<file path="config.mk">
export PLATFORM = sky130hd
export DESIGN_NAME = slab_div
export DESIGN_NICKNAME = d
export VERILOG_FILES = /design/src/hw/rtl/slab_pkg.sv /design/src/hw/rtl/slab_div.sv
export SDC_FILE = /design/constraint.sdc
export NUM_CORES = 1
export LEC_CHECK = 0
export ABC_AREA = 1
export BUFFER_PORTS_ARGS = -buffer_cell sky130_fd_sc_hd__buf_4
export CAP_MARGIN = 0
export CORE_MARGIN = 2
export CORE_UTILIZATION = 46
export CTS_CLUSTER_DIAMETER = 200
export CTS_CLUSTER_SIZE = 20
export DETAILED_ROUTE_END_ITERATION = 8
export PLACE_DENSITY = 0.68
export SYNTH_ARGS = -nofsm -noshare
export SYNTH_HDL_FRONTEND = slang
export SYNTH_SLANG_ARGS = --single-unit
</file>
<file path="constraint.sdc">
create_clock -name clk -period 4.25 [get_ports clk]
set_input_delay 0.6375 -clock clk [delete_from_list [all_inputs] [get_ports clk]]
set_output_delay 0.6375 -clock clk [all_outputs]
set_load 0.02 [all_outputs]
</file>
<file path="src/hw/rtl/slab_pkg.sv">
// shared types and constants of the slab object allocator
`default_nettype none

package slab_pkg;

    localparam int ADDR_W     = 48;
    localparam int SIZE_REG_W = 13;
    localparam int LIMIT_W    = 5;
    localparam int CMD_W      = 2;
    localparam int STATUS_W   = 2;
    localparam int PAGE_OUT_W = 4;
    localparam int SLOT_OUT_W = 9;
    localparam int CFG_IDX_W  = 2;
    localparam int PAGE_SHIFT = 12;
    localparam int PAGE_BYTES = 4096;
    localparam int SIZE_W     = 14;
    localparam int DIVIDEND_W = 12;

    localparam int DEF_MAX_PAGES         = 16;
    localparam int DEF_PAGE_HEADER_BYTES = 64;
    localparam int DEF_MAX_SLOTS         = 512;

    localparam logic [ADDR_W-1:0]     RST_POOL_BASE   = '0;
    localparam logic [SIZE_REG_W-1:0] RST_OBJECT_SIZE = 13'd256;
    localparam logic [LIMIT_W-1:0]    RST_PAGE_LIMIT  = 5'd16;

    typedef enum logic [CMD_W-1:0] {
        CMD_ALLOC   = 2'd0,
        CMD_FREE    = 2'd1,
        CMD_RELEASE = 2'd2
    } cmd_t;

    typedef enum logic [STATUS_W-1:0] {
        ST_DONE     = 2'd0,
        ST_OOM      = 2'd1,
        ST_NO_PAGE  = 2'd2,
        ST_BAD_FREE = 2'd3
    } status_t;

    typedef enum logic [CFG_IDX_W-1:0] {
        CFG_POOL_BASE   = 2'd0,
        CFG_OBJECT_SIZE = 2'd1,
        CFG_PAGE_LIMIT  = 2'd2
    } cfg_idx_t;

    typedef struct packed {
        logic                  start;
        logic [DIVIDEND_W-1:0] dividend;
        logic [SIZE_W-1:0]     divisor;
    } div_req_t;

    typedef struct packed {
        logic                  done;
        logic [DIVIDEND_W-1:0] quotient;
        logic [SIZE_W-1:0]     remainder;
    } div_rsp_t;

endpackage

`default_nettype wire

</file>
<file path="src/hw/rtl/slab_div.sv">
// iterative restoring divider, one quotient bit per cycle
`default_nettype none

module slab_div (
    input  wire logic               clk,
    input  wire logic               rst_n,
    input  wire slab_pkg::div_req_t req,
    output slab_pkg::div_rsp_t      rsp
);

    localparam int DW    = slab_pkg::DIVIDEND_W;
    localparam int SW    = slab_pkg::SIZE_W;
    localparam int CNT_W = $clog2(DW + 1);

    logic [CNT_W-1:0] count_reg;
    logic             busy_reg;
    logic             done_reg;
    logic [DW-1:0]    quo_reg;
    logic [SW-1:0]    rem_reg;
    logic [SW-1:0]    divisor_reg;
    logic [SW-1:0]    trial;
    logic             fits;

    // remainder stays below the divisor, so its top bit is free for the shift
    always_comb
    begin
        trial = {rem_reg[SW-2:0], quo_reg[DW-1]};
        fits  = (trial >= divisor_reg);
    end

    always_ff @(posedge clk or negedge rst_n)
    begin
        if (!rst_n)
        begin
            busy_reg  <= 1'b0;
            done_reg  <= 1'b0;
            count_reg <= '0;
        end
        else
        begin
            done_reg <= !req.start && busy_reg && (count_reg == CNT_W'(1));
            if (req.start)
            begin
                busy_reg  <= 1'b1;
                count_reg <= CNT_W'(DW);
            end
            else if (busy_reg)
            begin
                if (count_reg == CNT_W'(1))
                    busy_reg <= 1'b0;
                count_reg <= count_reg - CNT_W'(1);
            end
        end
    end

    always_ff @(posedge clk)
    begin
        if (req.start)
        begin
            quo_reg     <= req.dividend;
            rem_reg     <= '0;
            divisor_reg <= req.divisor;
        end
        else if (busy_reg)
        begin
            quo_reg <= {quo_reg[DW-2:0], fits};
            rem_reg <= fits ? (trial - divisor_reg) : trial;
        end
    end

    assign rsp = '{done: done_reg, quotient: quo_reg, remainder: rem_reg};

endmodule

`default_nettype wire
</file>
# Yosys cells after proc, flatten, opt, wreduce, memory -nomap -nowiden
# Index checks and enable logic that the tools add are counted.
# totals
ff_bits	46
in_bits	29
# op_classes
addsub	2
magnitude_cmp	1
eq_ne	1
n_mux	8
reduce_logical	4
# op_table
op	count
2-to-1 mux 12 bit	2
greater-or-equal comparator 14 bit	1
2-to-1 mux 14 bit	1
subtractor 14 bit	1
2-to-1 mux 4 bit	2
== test 4 x 1 -> 1 bit (second input constant)	1
subtractor 4 x 1 -> 4 bit (second input constant)	1
2-to-1 mux 1 bit	3
logical AND 1 bit	2
nonzero test 2 bit	1
zero test 1 bit	1

# Logic depth before layout (Yosys ltp)
# Gate-level depths: netlist (run 1).
# depth
depth_word	4
mapped_depth	13
depth_no_buf	12

# Worst setup path after synthesis (run 1)
# OpenSTA, ideal clock, no wires.
# synth_timing
path_kind	register to register
from	register quo_reg[11]
to	register rem_reg[6]
setup_ns	0.128
arrival_ns	1.846
slack_ns	2.275
path_stages_with_launch	13
path_buffers	1
period_less_slack_ns	1.975
cell_sequence	edfxtp_1 inv_1 ha_1 fa_1 inv_1 nand2_1 nand3_2 nand2_2 nand3_4 buf_12 nand2_2 nand3_2 o21ai_2
# synth_between
elab_chain_cells	2
word_cells_on_any_way	3
# synth_lines
item	line_no	text
start: declaration	slab_div.sv:18	logic [DW-1:0] quo_reg;
start signal: assignment	slab_div.sv:60	quo_reg <= req.dividend;
start signal: assignment	slab_div.sv:66	quo_reg <= {quo_reg[DW-2:0], fits};
subtractor 14 bit or greater-or-equal comparator 14 bit (tied branches)	slab_div.sv:67, slab_div.sv:28	
2-to-1 mux 14 bit (*)	slab_div.sv:67	rem_reg <= fits ? (trial - divisor_reg) : trial;
end signal: assignment	slab_div.sv:67	
end: declaration	slab_div.sv:19	logic [SW-1:0] rem_reg;
# Mark *: on every way between the ends. The rest lies on a longest branch, timed or not.
# A chain may end at the register's enable or synchronous reset.

# Final worst setup path (run 1)
# layout_timing
from	register rem_reg[7]
to	register rem_reg[0]
# layout_between
elab_chain_cells	2
# layout_lines
item	line_no	text
greater-or-equal comparator 14 bit	slab_div.sv:28	fits = (trial >= divisor_reg);
2-to-1 mux 14 bit	slab_div.sv:67	
# Every way passes these cells.

==> results of run 1 <==
-- worst min path at each step --
stage          start      endpoint  slack [ps]  depth (start not counted)
4_1_cts        rst_n  count_reg[1]         120                          1
6_report       rst_n  count_reg[0]         120                          1
2_1_floorplan  rst_n      busy_reg         340                          0
3_5_place_dp   rst_n  count_reg[1]         450                          1
3_3_place_gp   rst_n      done_reg         450                          1
5_1_grt        rst_n  count_reg[0]         120                          1
-- where the power goes --
group	internal, mW	leakage (nW)	switching (mW)	total (mW)
logic	0.125	1.36	0.192	0.316
clock network	0.113	0.0432	0.150	0.263
registers	0.511	0.450	0.0241	0.536
-- metrics by stage --
step                      std cells  hold WS [ps]  utilization, %
after floorplan                 391           342               -
after global placement          515           449            54.5
after detailed placement        515           450            54.5
after CTS                       523           123            55.9
after global routing            523           118            55.9
final                           523           121            55.9
-- area by class of cell --
class	count	area [um2]
fillers	614	2770
multi-input cells	267	1430
flip-flops and latches	46	1210
repair buffers	57	428
inverters	68	255
well taps	77	96.3
clock buffers	5	68.8
clock inverters	3	16.3
-- synth_stat cells --
cell      count
nand2_1     137
inv_1        63
nand3_1      30
edfxtp_1     26
nor2_1       21
ha_1         16
dfxtp_1      14
nand3_2      11
nand2_2       8
a21oi_1       6
dfrtp_1       6
nand3b_1      6
inv_2         5
nand4_1       5
buf_2         4
clkbuf_1      4
o21ai_1       4
xnor2_1       4
nor2_2        3
a31oi_1       2
nor2_4        2
o21ai_0       2
o21ai_2       2
a21oi_4       1
and2_1        1
buf_12        1
buf_4         1
fa_1          1
nand3_4       1
nor3_1        1
nor4_1        1
o22ai_1       1
xor2_1        1
-- worst reg2reg max path: stages (launching register included) --
cell	delay, ps
dfxtp_1	340
ha_1	380
nand2_2	130
inv_2	60
a21oi_4	180
nor2_1	60
nor2_1	680
nand3_1	190
nand3_2	140
o21ai_2	50
-- logic make-up after synthesis --
group	Yosys count	share of synthesized area (%)
compound gates	18	3.80
fa+ha+maj	17	7.44
buf+inv	78	10.7
simple gates	227	35.7
flops	46	40.9
xor+xnor	5	1.48
-- routing by layer --
| metal | GRT usage [%] | vias up | wire length (um) |
|---|---|---|---|
| met5 | 0 | - | 0 |
| met1 | 27.8 | 1138 | 3320 |
| met3 | 3.24 | 6 | 214 |
| li1 | - | 1332 | - |
| met4 | 6.45 | 0 | 74 |
| met2 | 29.9 | 42 | 2880 |
==> results.toml, run 1 <==
[power]
finalPower_mw = 1.12
ir_drop_mv = 0.174
p_per_area_mw_per_mm2 = 318
p_leak_nw = 1.85

[clock_network]
htree_levels = 2
clk_latency_ps = 300
post_cts_resized = 0
ctsHoldBuffers = 0
cts_made_buffers = 5
clk_pin_slew_ps = 90
cts_buffer_depth = 2
cts.sinks = 46
post_cts_buffers = 0
ctsRootBufferMaster = "clkbuf_8"
tritoncts = "yes"

[layout]
final_cell_mix = "137 x nand2_1, 63 x inv_1, 57 x buf_4, 30 x nand3_1, 26 x edfxtp_1"
fin_nets = 491
syn2layout_area_growth_pct = 18.5
layout_commonest_cell = "nand2_1"
antenna_cells = 0
stdcell_area_mm2 = 0.00351
drive_gt1_share_pct = 21.5

[critical_path]
critPathMaxFanout = 11
arrival_ps = 2500
cpMostUsedCell = "nor2_1"
endpoint = "rem_reg[0]"
critPathKind = "flop to flop"
r2r_end = "rem_reg[0]"
r2r_slack_ps = 1930
worstSetupStartpoint = "rem_reg[7]"
regToRegStartpoint = "rem_reg[7]"
cp_cell_sequence = "ha_1, nand2_2, inv_2, a21oi_4, nor2_1, nor2_1, nand3_1, nand3_2, o21ai_2"
rr_worst_depth = 9
crit_buf_inv = 1
path_delay_family = "simple AND/OR/NAND/NOR gates"
max_stage_delay_ps = 680
crit_slowest_cell = "nor2_1"
critPathCaptureType = "flop"
worstPathRequired_ps = 4430
worstSetupPathDepth = 9
start_kind = "flop"

[sta]
tns_ps = 0
setup_viol = 0
hold_viol = 0
post-route-period-util_pct = 54.6
max_freq_ghz = 0.431
relSlewSlack_pct = 40.9
rsz0062_at_grt = "no"
slew_violations = 0
worst_slew_pin_slew_ps = 883
finClkSkew_ps = 5.22
fin_crit_ps = 2320
fin_ws_ps = 1930

[synth]
ys_ff_latch = 46
avgSynthCellArea_um2 = 7.57
synth.top_cells.by_area = "edfxtp_1 26%, nand2_1 17%, dfxtp_1 9.5%"
yosysUniqueCellTypes = 33
syn_area_mm2 = 0.00296
synth_top_cell_by_area = "edfxtp_1"
ys_seq_area_share_pct = 40.9
syn_nets = 437
synthCells = 391
ys.warnings.count = 0
synth_top_area_share_pct = 26.4

[min_path]
hold_path_class = "primary input to async pin"

[run]
cap_violations = 0

[place]
dpl-instance-area_mm2 = 0.00342
port_buffers = 55
hpwlAfterDp_mm = 4.95
dp_worst_setup_slack_ps = 1890
gp_congestion = 0.921

[floorplan]
die_h_um = 84.2
initial_core_util_pct = 47.2
rows = 29
die-area_mm2 = 0.00710
die_w_um = 84.2
core_area_mm2 = 0.00628
io-pin-count = 56

[routing]
vias = 2518
drc = 0
wl_per_cell_um = 12.4
ant_nets = 0
dr.pass1.iters = 4
routed_wl_mm = 6.49
first_iter_violations = 173
viasPerCell = 4.81

[status]
status = "completed"

[grt]
grt_use_total_pct = 19.4
antenna_found_initial = 0
grt_pass1_vias = 2352
globalRouteOverflowTotal = 0
grt_max_degree = 31
grt_pass1_wl_mm = 11.0
(Power assumes the default switching activity.)
==> inputs of run 2 (changes only) <==
- clock period: 4.25 -> 2.31 ns (I/O delays scaled with it)
==> run 2 against run 1 <==
  * Critical path type unchanged
  * Largest cell class unchanged
  * Core utilization rose by 0.68 points
  * Final cell count is 0.76% higher
  * Clock skew up 0.57 ps
  * Power up 90%
  * Die area unchanged
  * Via count rose by 2.1%
==> results.toml, run 2 (synthesized netlist as in run 1, its figures left out) <==
[routing]
top_layer_used = "met4"
wl_per_cell_um = 12.8
viasPerCell = 4.88
vias = 2571
dr.pass1.iters = 5
first_iter_violations = 110
wl_met2_mm = 3.10
met1Wirelength_mm = 3.20
drc = 0
routed_wl_mm = 6.77
wl_met3_um = 378
ant_nets = 0

[clock_network]
clk_pin_slew_ps = 90
htree_levels = 2
cts.sinks = 46
clk_latency_ps = 310
cts_made_buffers = 5
post_cts_resized = 0
ctsRootBufferMaster = "clkbuf_8"
cts_buffer_depth = 2
post_cts_buffers = 0
tritoncts = "yes"

[sta]
fin_crit_ps = 1990
relSlewSlack_pct = 58.1
max_freq_ghz = 0.503
finClkSkew_ps = 5.79
whs_ps = 207
worst_slew_pin_slew_ps = 628
rsz0062_at_grt = "no"
tns_ps = 0
post-route-period-util_pct = 86.0
slew_violations = 0
hold_viol = 0
setup_viol = 0

[critical_path]
worstSetupStartpoint = "quo_reg[11]"
arrival_ps = 2190
critPathCaptureType = "flop"
start_kind = "flop"
worstPathRequired_ps = 2510
critPathKind = "flop to flop"
regToRegStartpoint = "quo_reg[11]"
critPathMaxFanout = 18
r2r_slack_ps = 320

[grt]
grt_pass1_wl_mm = 11.4
grt_pass1_vias = 2479
globalRouteOverflowTotal = 0
grt_use_total_pct = 19.9
antenna_found_initial = 0
grt_max_degree = 19

[place]
dp_cells = 518
gp_congestion = 0.894
port_buffers = 55
hpwlAfterDp_mm = 5.11

[layout]
stdcell_count = 527
layout_commonest_cell = "nand2_1"
drive_gt1_share_pct = 22.2
syn2layout_area_growth_pct = 19.9
antenna_cells = 0
fillCellCount = 624
final_cell_mix = "137 x nand2_1, 63 x inv_1, 60 x buf_4, 30 x nand3_1, 26 x edfxtp_1"
fin_nets = 495

[floorplan]
core_area_mm2 = 0.00628
die_w_um = 84.2
io-pin-count = 56
die_h_um = 84.2
rows = 29
initial_core_util_pct = 47.2
die-area_mm2 = 0.00710

[run]
cap_violations = 0

[power]
p_per_area_mw_per_mm2 = 597
ir_drop_mv = 0.275
p_leak_nw = 1.87

[min_path]
hp-start = "req[4]"
hold_path_class = "primary input to flop"

[status]
status = "completed"
## run 2: changes by cell type in the layout (fill, tap and decap cells not counted), sizes merged
cell,change
inv,+1
dlygate4sd3,+1
clkbuf,+2
buf,+3
clkinv,-3
## run 2: critical path: stages (launching register included)
cell      delay, ps
edfxtp_1        350
inv_1            60
ha_1            220
fa_1            400
inv_1           110
nand2_1          70
nand3_2          80
nand2_2          80
nand3_4         250
nand3_2         120
nand3_1          90
nand2_1          50
## run 2: what timing repair did
item / in CTS / in global routing
endpoints found under the setup margin: 0 / 0
hold buffers: 1 / 0
hold endpoints to repair: 6 / 0
## run 2: area by class of cell
| class | count | area, um2 | area share, % |
|---|---|---|---|
| Clock inverter | 1 | 8.76 | 0.247 |
| Inverter | 68 | 255 | 7.19 |
| Sequential cell | 46 | 1210 | 34.1 |
| Timing Repair Buffer | 61 | 460 | 13.0 |
| Tap cell | 77 | 96.3 | 2.71 |
| Multi-Input combinational cell | 267 | 1430 | 40.3 |
| Clock buffer | 7 | 86.3 | 2.43 |
## run 2: final timing paths
kind / end / depth (start not counted)
setup / recovery: rem_reg[11] / 11
hold / removal: divisor_reg[4] / 1
setup reg to reg: rem_reg[11] / 11
hold reg to reg: rem_reg[13] / 2
max in group asynchronous: count_reg[0] / 2
min in group asynchronous: count_reg[3] / 2
## run 2: report_power, final
part	total (mW)	internal, mW	switching [mW]
combinational	0.591	0.233	0.358
sequential	0.985	0.941	0.0446
clock	0.543	0.248	0.295
total	2.12	1.42	0.697
## run 2: layer usage
layer,vias up,global-route usage (%)
li1,1344,-
met1,1158,27.2
met2,60,32.2
met3,9,4.13
met4,0,5.57
met5,-,0
## run 2: stage by stage
| step | util [%] | power [mW] | instance area (um2) | setup slack, ps |
|---|---|---|---|---|
| after floorplan | - | 1.41 | 2960 | 335 |
| after global placement | 54.9 | 1.59 | 3450 | 407 |
| after detailed placement | 54.9 | 1.60 | 3450 | 354 |
| after CTS | 56.6 | 2.14 | 3550 | 339 |
| after global routing | 56.6 | 2.25 | 3550 | 184 |
| final | 56.6 | 2.12 | 3550 | 323 |
